<file path="src/hdl/prs_pkg.sv">
// Package for the power rail sequencer: codes, field widths, phase encoding
// and the structs passed between the pipeline stages. No dependencies.
package prs_pkg;

  localparam int TIMER_BITS = 16;
  localparam int CFG_BITS   = 16;
  localparam int COUNT_BITS = 16;
  localparam int CMP_BITS   = (TIMER_BITS > CFG_BITS) ? TIMER_BITS : CFG_BITS;
  localparam int WIDE_BITS  = (CMP_BITS > COUNT_BITS) ? CMP_BITS : COUNT_BITS;

  localparam logic [TIMER_BITS-1:0] TIMER_MAX = {TIMER_BITS{1'b1}};
  localparam logic [CFG_BITS-1:0]   CFG_RESET_VALUE = CFG_BITS'(100);

  typedef enum logic [1:0] {
    OP_TICK    = 2'd0,
    OP_ENABLE  = 2'd1,
    OP_DISABLE = 2'd2,
    OP_RECOVER = 2'd3
  } op_t;

  typedef enum logic [0:0] {
    CFG_STARTUP_TIMEOUT = 1'b0,
    CFG_RECOVERY_DELAY  = 1'b1
  } cfg_index_t;

  localparam logic STATUS_OK      = 1'b0;
  localparam logic STATUS_INVALID = 1'b1;

  localparam logic [1:0] FAULT_NONE        = 2'd0;
  localparam logic [1:0] FAULT_TIMEOUT     = 2'd1;
  localparam logic [1:0] FAULT_OVERCURRENT = 2'd2;

  localparam logic [2:0] SEQ_OFF        = 3'd0;
  localparam logic [2:0] SEQ_STARTING   = 3'd1;
  localparam logic [2:0] SEQ_ON         = 3'd2;
  localparam logic [2:0] SEQ_FAULT      = 3'd3;
  localparam logic [2:0] SEQ_RECOVERING = 3'd4;

  typedef enum logic [4:0] {
    PH_OFF        = 5'b00001,
    PH_STARTING   = 5'b00010,
    PH_ON         = 5'b00100,
    PH_FAULT      = 5'b01000,
    PH_RECOVERING = 5'b10000
  } phase_t;

  typedef struct packed {
    op_t  operation;
    logic pgood;
    logic overcurrent;
  } item_t;

  typedef struct packed {
    logic                  status;
    logic [2:0]            seq_state;
    logic [1:0]            fault_code;
    logic [COUNT_BITS-1:0] tick_count;
  } result_t;

  function automatic logic [2:0] phase_code(input phase_t ph);
    logic [2:0] code;
    case (ph)
      PH_OFF:        code = SEQ_OFF;
      PH_STARTING:   code = SEQ_STARTING;
      PH_ON:         code = SEQ_ON;
      PH_FAULT:      code = SEQ_FAULT;
      PH_RECOVERING: code = SEQ_RECOVERING;
      default:       code = SEQ_OFF;
    endcase
    return code;
  endfunction

endpackage

</file>
<file path="src/hdl/power_rail_sequencer_top.sv">
// Top level of the power rail sequencer: input register, sequencer core and
// result register. Depends on prs_pkg, prs_in_stage, prs_core, prs_out_stage.
//
// The sequencer takes one request per clock cycle and gives one result per
// request, in order, after it passes the input register and then the result
// register, with the whole state update done in the single logic stage
// between them. Requests keep flowing while a result waits, until both
// registers are full. The startup timeout and recovery delay registers come
// out of reset at 100; the user must write them through cfg_we only while no
// request is in flight, as the block itself does not enforce it.
module power_rail_sequencer_top (
  input  logic                          clk,
  input  logic                          rst,
  input  logic                          cfg_we,
  input  logic                          cfg_index,
  input  logic [prs_pkg::CFG_BITS-1:0]  cfg_data,
  input  logic                          req_valid,
  output logic                          req_ready,
  input  logic [1:0]                    operation,
  input  logic                          pgood,
  input  logic                          overcurrent,
  output logic                          res_valid,
  input  logic                          res_ready,
  output logic                          status,
  output logic [2:0]                    seq_state,
  output logic [1:0]                    fault_code,
  output logic [prs_pkg::COUNT_BITS-1:0] tick_count
);

  prs_pkg::item_t   req_item;
  prs_pkg::item_t   item;
  prs_pkg::result_t core_result;
  prs_pkg::result_t held_result;
  logic             item_valid;
  logic             can_load;
  logic             fire;

  assign req_item.operation   = prs_pkg::op_t'(operation);
  assign req_item.pgood       = pgood;
  assign req_item.overcurrent = overcurrent;

  assign fire = item_valid && can_load;

  prs_in_stage u_in_stage (
    .clk       (clk),
    .rst       (rst),
    .req_valid (req_valid),
    .req_ready (req_ready),
    .req_item  (req_item),
    .advance   (fire),
    .valid     (item_valid),
    .item      (item)
  );

  prs_core u_core (
    .clk       (clk),
    .rst       (rst),
    .cfg_we    (cfg_we),
    .cfg_index (prs_pkg::cfg_index_t'(cfg_index)),
    .cfg_data  (cfg_data),
    .fire      (fire),
    .item      (item),
    .result    (core_result)
  );

  prs_out_stage u_out_stage (
    .clk         (clk),
    .rst         (rst),
    .load        (fire),
    .load_result (core_result),
    .can_load    (can_load),
    .res_valid   (res_valid),
    .res_ready   (res_ready),
    .result      (held_result)
  );

  assign status     = held_result.status;
  assign seq_state  = held_result.seq_state;
  assign fault_code = held_result.fault_code;
  assign tick_count = held_result.tick_count;

endmodule

</file>
<file path="src/hdl/prs_in_stage.sv">
// Input register of the power rail sequencer: holds one accepted request
// until the core consumes it. Depends on prs_pkg.
module prs_in_stage (
  input  logic           clk,
  input  logic           rst,
  input  logic           req_valid,
  output logic           req_ready,
  input  prs_pkg::item_t req_item,
  input  logic           advance,
  output logic           valid,
  output prs_pkg::item_t item
);

  assign req_ready = !valid || advance;

  always_ff @(posedge clk) begin
    if (rst) begin
      valid <= 1'b0;
    end else if (req_ready) begin
      valid <= req_valid;
    end
  end

  always_ff @(posedge clk) begin
    if (req_valid && req_ready) begin
      item <= req_item;
    end
  end

`ifndef SYNTHESIS
  a_advance_needs_item: assert property (@(posedge clk) disable iff (rst)
    advance |-> valid)
    else $error("core consumed a request from an empty input register");
`endif

endmodule

</file>
<file path="src/hdl/prs_core.sv">
// Sequencer core: configuration registers, phase, fault and timer state and
// the next-state logic for one request per cycle in which fire is high. Depends on prs_pkg.
module prs_core (
  input  logic                          clk,
  input  logic                          rst,
  input  logic                          cfg_we,
  input  prs_pkg::cfg_index_t           cfg_index,
  input  logic [prs_pkg::CFG_BITS-1:0]  cfg_data,
  input  logic                          fire,
  input  prs_pkg::item_t                item,
  output prs_pkg::result_t              result
);

  logic [prs_pkg::CFG_BITS-1:0]   startup_timeout;
  logic [prs_pkg::CFG_BITS-1:0]   recovery_delay;
  prs_pkg::phase_t                phase;
  prs_pkg::phase_t                phase_next;
  logic [1:0]                     fault_reg;
  logic [1:0]                     fault_reg_next;
  logic [prs_pkg::TIMER_BITS-1:0] timer;
  logic [prs_pkg::TIMER_BITS-1:0] timer_next;
  logic [prs_pkg::TIMER_BITS-1:0] timer_inc;
  logic                           status;
  logic                           startup_expired;
  logic                           recovery_expired;
  logic [prs_pkg::WIDE_BITS-1:0]  timer_wide;

  always_ff @(posedge clk) begin
    if (rst) begin
      startup_timeout <= prs_pkg::CFG_RESET_VALUE;
      recovery_delay  <= prs_pkg::CFG_RESET_VALUE;
    end else if (cfg_we) begin
      case (cfg_index)
        prs_pkg::CFG_STARTUP_TIMEOUT: startup_timeout <= cfg_data;
        prs_pkg::CFG_RECOVERY_DELAY:  recovery_delay  <= cfg_data;
        default: ;
      endcase
    end
  end

  always_comb begin
    timer_inc = timer;
    if ((phase == prs_pkg::PH_STARTING || phase == prs_pkg::PH_RECOVERING)
        && timer != prs_pkg::TIMER_MAX) begin
      timer_inc = timer + prs_pkg::TIMER_BITS'(1);
    end
    startup_expired  = prs_pkg::CMP_BITS'(timer_inc) >= prs_pkg::CMP_BITS'(startup_timeout);
    recovery_expired = prs_pkg::CMP_BITS'(timer_inc) >= prs_pkg::CMP_BITS'(recovery_delay);
  end

  always_comb begin
    phase_next     = phase;
    fault_reg_next = fault_reg;
    timer_next     = timer;
    status         = prs_pkg::STATUS_OK;
    case (item.operation)
      prs_pkg::OP_TICK: begin
        timer_next = timer_inc;
        case (phase)
          prs_pkg::PH_STARTING: begin
            if (item.pgood) begin
              phase_next = prs_pkg::PH_ON;
              timer_next = '0;
            end else if (startup_expired) begin
              phase_next     = prs_pkg::PH_FAULT;
              fault_reg_next = prs_pkg::FAULT_TIMEOUT;
              timer_next     = '0;
            end
          end
          prs_pkg::PH_ON: begin
            if (item.overcurrent) begin
              phase_next     = prs_pkg::PH_FAULT;
              fault_reg_next = prs_pkg::FAULT_OVERCURRENT;
              timer_next     = '0;
            end
          end
          prs_pkg::PH_RECOVERING: begin
            if (recovery_expired) begin
              phase_next = prs_pkg::PH_OFF;
              timer_next = '0;
            end
          end
          default: ;
        endcase
      end
      prs_pkg::OP_ENABLE: begin
        if (phase == prs_pkg::PH_OFF) begin
          phase_next     = prs_pkg::PH_STARTING;
          fault_reg_next = prs_pkg::FAULT_NONE;
          timer_next     = '0;
        end else begin
          status = prs_pkg::STATUS_INVALID;
        end
      end
      prs_pkg::OP_DISABLE: begin
        if (phase == prs_pkg::PH_ON) begin
          phase_next = prs_pkg::PH_OFF;
          timer_next = '0;
        end else begin
          status = prs_pkg::STATUS_INVALID;
        end
      end
      prs_pkg::OP_RECOVER: begin
        if (phase == prs_pkg::PH_FAULT) begin
          phase_next = prs_pkg::PH_RECOVERING;
          timer_next = '0;
        end else begin
          status = prs_pkg::STATUS_INVALID;
        end
      end
      default: ;
    endcase
  end

  always_ff @(posedge clk) begin
    if (rst) begin
      phase     <= prs_pkg::PH_OFF;
      fault_reg <= prs_pkg::FAULT_NONE;
      timer     <= '0;
    end else if (fire) begin
      phase     <= phase_next;
      fault_reg <= fault_reg_next;
      timer     <= timer_next;
    end
  end

  always_comb begin
    timer_wide        = prs_pkg::WIDE_BITS'(timer_next);
    result.status     = status;
    result.seq_state  = prs_pkg::phase_code(phase_next);
    result.fault_code = fault_reg_next;
    result.tick_count = timer_wide[prs_pkg::COUNT_BITS-1:0];
  end

`ifndef SYNTHESIS
  a_timer_idle_zero: assert property (@(posedge clk) disable iff (rst)
    !(phase == prs_pkg::PH_STARTING || phase == prs_pkg::PH_RECOVERING) |-> timer == '0)
    else $error("timer is nonzero outside starting and recovering");

  a_invalid_keeps_state: assert property (@(posedge clk) disable iff (rst)
    (fire && status == prs_pkg::STATUS_INVALID) |=>
      (phase == $past(phase) && fault_reg == $past(fault_reg) && timer == $past(timer)))
    else $error("an invalid request changed the sequencer state");

  a_fault_has_code: assert property (@(posedge clk) disable iff (rst)
    (phase == prs_pkg::PH_FAULT) |-> fault_reg != prs_pkg::FAULT_NONE)
    else $error("fault phase without a fault code");
`endif

endmodule

</file>
<file path="src/hdl/prs_out_stage.sv">
// Result register of the power rail sequencer: holds one result until the
// consumer takes it, loading a new one in the same cycle. Depends on prs_pkg.
module prs_out_stage (
  input  logic             clk,
  input  logic             rst,
  input  logic             load,
  input  prs_pkg::result_t load_result,
  output logic             can_load,
  output logic             res_valid,
  input  logic             res_ready,
  output prs_pkg::result_t result
);

  assign can_load = !res_valid || res_ready;

  always_ff @(posedge clk) begin
    if (rst) begin
      res_valid <= 1'b0;
    end else if (can_load) begin
      res_valid <= load;
    end
  end

  always_ff @(posedge clk) begin
    if (load && can_load) begin
      result <= load_result;
    end
  end

`ifndef SYNTHESIS
  a_no_overwrite: assert property (@(posedge clk) disable iff (rst)
    load |-> can_load)
    else $error("result register loaded while holding an untaken result");
`endif

endmodule

</file>
<file path="config.mk">
export PLATFORM = sky130hd
export DESIGN_NAME = power_rail_sequencer_top
export DESIGN_NICKNAME = d
export VERILOG_FILES = /design/src/hdl/prs_pkg.sv /design/src/hdl/power_rail_sequencer_top.sv /design/src/hdl/prs_in_stage.sv /design/src/hdl/prs_core.sv /design/src/hdl/prs_out_stage.sv
export SDC_FILE = /design/constraint.sdc
export NUM_CORES = 1
export LEC_CHECK = 0
export BUFFER_PORTS_ARGS = -buffer_cell sky130_fd_sc_hd__buf_2
export CORE_MARGIN = 8
export CORE_UTILIZATION = 45
export CTS_CLUSTER_DIAMETER = 40
export DETAILED_ROUTE_END_ITERATION = 8
export MAX_ROUTING_LAYER = met4
export PLACE_DENSITY = 0.67
export SLEW_MARGIN = 30
export SYNTH_ARGS = -nofsm -noshare
export SYNTH_HDL_FRONTEND = slang
export SYNTH_HIERARCHICAL = 1
export SYNTH_SLANG_ARGS = --single-unit
</file>
<file path="constraint.sdc">
create_clock -name clk -period 10.65 [get_ports clk]
set_input_delay 0.5325 -clock clk [delete_from_list [all_inputs] [get_ports clk]]
set_output_delay 0.5325 -clock clk [all_outputs]
set_load 0.05 [all_outputs]
</file>
* After elaboration in Yosys (flattened, before gate mapping) *
Cells that the tools add are included.

storage, ports and cells
  register bits = 83
  input port bits = 26
  output and inout bits = 24
  word-level logic and storage cells = 73

cells by class
  $add $sub $neg = 1
  order comparisons = 2
  eq/ne operators = 13
  multiplexer cells = 30
  bitwise logic cells = 1
  reductions and logical operators = 12

operators by type and width
  cell                                                             number
  16-bit two-way mux                                               8
  16-bit one-hot mux with 4 select lines                           1
  16-bit one-hot mux with 3 select lines                           1
  5-bit two-way mux                                                7
  16-bit >= comparator                                             2
  5-bit one-hot mux with 4 select lines                            1
  16-bit by 1-bit adder with 16-bit output, second input constant  1
  16-bit inequality test, second input constant                    1
  5-bit one-hot mux with 3 select lines                            1
  3-bit one-hot mux with 4 select lines                            1
  5-bit by 2-bit == test with 1-bit output, second input constant  2
  5-bit by 3-bit == test with 1-bit output, second input constant  2
  5-bit by 4-bit == test with 1-bit output, second input constant  2
  5-bit == test, second input constant                             2
  2-bit two-way mux                                                4
  2-bit one-hot mux with 2 select lines                            2
  5-bit by 1-bit == test with 1-bit output, second input constant  1
  2-bit == test, second input constant                             2
  1-bit logical AND                                                4
  2-bit AND reduction                                              2
  1-bit logical OR                                                 3
  1-bit two-way mux                                                3
  1-bit one-hot mux with 3 select lines                            1
  2-bit by 1-bit == test with 1-bit output, second input constant  1
  3 further kinds                                                  4

* Logic depth before layout (Yosys ltp) *
  depth in word-level cells = 11
  depth in mapped cells = 18
  gate-level depth less buffers = 15

* By module *
Netlist, hierarchy kept.

modules (own cells, without submodules)
  module                    times used  cells an instance  area each (um^2)  sequential area each (um^2)
  prs_core                  1           528                3,852.4           1,101.1
  prs_out_stage             1           27                 715.7             680.7
  prs_in_stage              1           9                  175.2             140.1
  power_rail_sequencer_top  1           1                  6.3               0.0

* Least setup slack after synthesis *
OpenSTA, ideal clock, no wires.

  path kind = register to register
  start = register u_core/timer[12] (netlist name)
  end = register u_out_stage/result[19] (netlist name) (data pin)
  library setup time = 182 ps
  arrival = 3,736 ps
  data required time = 10,468 ps
  path slack = 6,732 ps
  stages on the path, launching flop included = 18
  path buffers = 2
  period minus slack after synthesis = 3,918 ps
  cell sequence = dfxtp_1 > clkbuf_1 > nand3_1 > or4_1 > o21ai_2 > nor2_1 > nand4_1 > xor2_1 > inv_1 > ha_1 > nor2_1 > or3_1 > or3_1 > a21oi_2 > o21ai_2 > buf_6 > a21oi_1 > nor4b_1

RTL lines
  item                      RTL line             text
  start: declaration        prs_core.sv:20       logic [prs_pkg::TIMER_BITS-1:0] timer;
  start signal: assignment  prs_core.sv:123      timer <= timer_next;
  end signal: assignment    prs_out_stage.sv:26  result <= load_result;
  end: declaration          prs_out_stage.sv:11  output prs_pkg::result_t result

==> results by group <==
Yosys
  – Synth Area in Compound Gates: 17.6%
  – Commonest cells post-synth: 107 x nand2_1, 57 x dfxtp_1, 47 x a21oi_1, 42 x inv_1, 39 x nor2_1
  – Synth Register Bits: 83
  – Synth Area per Inst: 8.41 um^2
  – Syn nets: 624
  – EDFF count, synth: 26
  – Yosys top cell area share: 24.0%
  – Cells after Synth: 565
  – Post-synthesis mux area share: 0.659%
  – Mapped Area: 0.00475 mm^2
  – Post-Synth Adder-Cell Area: 8.69%
  – Yosys cell types: 64
  – Dominant cells by area after synthesis: dfxtp_1 24%, edfxtp_1 16%, ha_1 8.7%
  – Post-synth top area cell: dfxtp_1
  – Yosys warnings: 6
  – Sequential share of the synthesized area: 40.5%
  – Ys async rst share: 0%
  – Largest family of logic cells by synthesized area: simple AND/OR/NAND/NOR gates
  – Post-Synth XOR/XNOR Area: 2.77%
  – Most common cell in the netlist: nand2_1
  – Synth Flop Type: dfxtp_1
  – Post-Synth Simple-Gate Area: 23.6%

Power
  – Max VDD drop: 77.0 uV
  – Leak pwr: 0.00210 uW
  – Cell area power density: 129 mW/mm^2

CTS
  – Clock transition at path regs: 0.08 ns
  – Clock sink count: 83
  – Bufs on Longest Clock Path: 2
  – Hold_buf cts: 0
  – Post-CTS Setup Bufs: 0
  – Num CTS Buffers: 9
  – CTS tree: done
  – Clock insertion delay at the later pin of the skew report: 0.35 ns
  – Clock tree root driver cell: clkbuf_8
  – H-tree levels: 3
  – Cts repair resizes: 0

STA
  – Final Hold Fails: 0
  – Finish-stage setup viols: 0
  – Unrepaired setup endpoints after global routing: no
  – Clock Skew: 0.00791 ns
  – Final min period: 4.93 ns
  – TNS Setup: 0 ns
  – Post-route clock period utilization: 46.3%
  – Slew at the pin closest to its max-slew limit: 0.912 ns
  – Slew headroom: 39.2%
  – Setup WS post-layout: 5.72 ns
  – Fmax: 0.203 GHz
  – Max-slew violations: 0

Routing
  – Drt drc: 0
  – Vias/cell: 5.52
  – Antenna Nets Post-Route: 0
  – Drt first pass iters: 4
  – Wirelength, routed: 11.6 mm
  – Drt first-iter violations: 173
  – Total number of vias: 4086
  – Drt wl/cell: 15.7 um

Final layout
  – Final nets: 658
  – Filler cell count: 981
  – Layout cells sized above 1: 14.7%
  – Register area: 0.00192 mm^2
  – Util after Layout: 51.1%
  – N_diodes: 0
  – Footprint of the multi-input gates: 0.00253 mm^2
  – Final instance area: 0.00525 mm^2
  – Layout area overhead: 10.6%
  – Max FFs per register: 22
  – Largest Register: u_out_stage/result

Run status
  – Status: finished clean

Die
  – Row count: 37
  – I/O pin cnt: 50
  – Total die area: 0.0141 mm^2
  – Die Y: 119 um
  – Die W: 119 um
  – Initial Utilization: 46.2%
  – Core area: 0.0103 mm^2

Critical path
  – Crit Path Class: register to register
  – Max FO, Critical Path: 21
  – CP Launch Type: register
  – Critical path data arrival time: 5.11 ns
  – WP data required: 10.83 ns
  – Setup crit end kind: register

Placed design
  – Setup Slack @ Placement: 5.82 ns
  – Cell Area, Placed: 0.00506 mm^2
  – Port bufs: 49
  – Hpwl dp: 8.58 mm
  – GPL Wtd Cong: 0.918

Global route
  – GR Util All Layers: 17.3%
  – Vias in the first global route: 3946
  – First-pass GRT wire length: 19.6 mm
  – Largest net degree at the start of global routing: 54
  – Grt ovf: 0
  – Initial antenna violation count: 0

Min path
  – Hold Path Class: input pin to register

Run
  – MaxCap Viol Count: 0
==> report_power, final <==
group          total (uW)  switching [uW]  internal [uW]  leakage (uW)
clock                 225             111            114     0.0000991
combinational         103            71.9           30.7       0.00129
sequential            351            10.0            341      0.000707
==> critical path, stage by stage (launching register included) <==
cell,delay [ns]
dfxtp_1,0.51
nand4_1,0.19
or4_1,0.62
o21a_1,0.28
nand3_1,0.11
xor2_1,0.23
inv_1,0.10
ha_1,0.30
a21o_1,0.18
a21o_1,0.16
a21o_1,0.20
or2_2,0.30
o21ai_2,0.71
nand2_1,0.53
o21ai_0,0.33
==> per-stage QoR <==
stage	hold WS [ns]	power, uW	std cells
CTS	0.333	685	740
global route	0.331	710	740
finish	0.353	678	740
detailed placement	0.449	460	724
global placement	0.444	458	724
floorplan	0.436	432	565
==> area by class of cell <==
class                   instances  area share, %
clock inverters                 5           1.00
clock buffers                  11           2.69
multi-input cells             409           48.1
repair buffers                 53           5.29
flip-flops and latches         83           36.6
inverters                      43           3.07
well taps                     136           3.24
==> layer usage <==
layer / GRT usage [%] / wire [um] / vias to the layer above
met2: 27.4 / 5440 / 110
li1: - / - / 2044
met5: - / 0 / -
met4: 6.96 / 177 / 0
met1: 21.2 / 5360 / 1916
met3: 3.33 / 604 / 16
==> kinds of logic (layout without fill, tap and decap cells) <==
logic type / Yosys count / count (layout)
fa+ha+maj: 33 / 33
simple gates: 226 / 226
buf+inv: 73 / 112
xor+xnor: 15 / 15
mux: 3 / 3
compound gates: 132 / 132
flops: 83 / 83
==> cell usage in the layout (no fill, tap or decap), drive strengths merged, types with 6 or more instances in the layout <==
cell type and instances:
a21oi 50, o21ai 33, edfxtp 26, nand3 13
nand2b 7, clkbuf 11, nand4 14, a211oi 7
nand2 107, buf 53, nor2 39, xnor2 10
nor4b 6, dfxtp 57, ha 33, and2 9
inv 42
==> final timing paths <==
path	startpoint	endpoint	slack, ns	cells after the start
setup / recovery	u_core/timer[8]	u_out_stage/result[2]	5.72	14
hold / removal	operation[0]	u_in_stage/item[2]	0.35	1
setup reg to reg	u_core/timer[8]	u_out_stage/result[2]	5.72	14
hold reg to reg	u_core/recovery_delay[7]	u_core/recovery_delay[7]	0.46	2
Note: power is estimated with default switching activity, not from simulation.
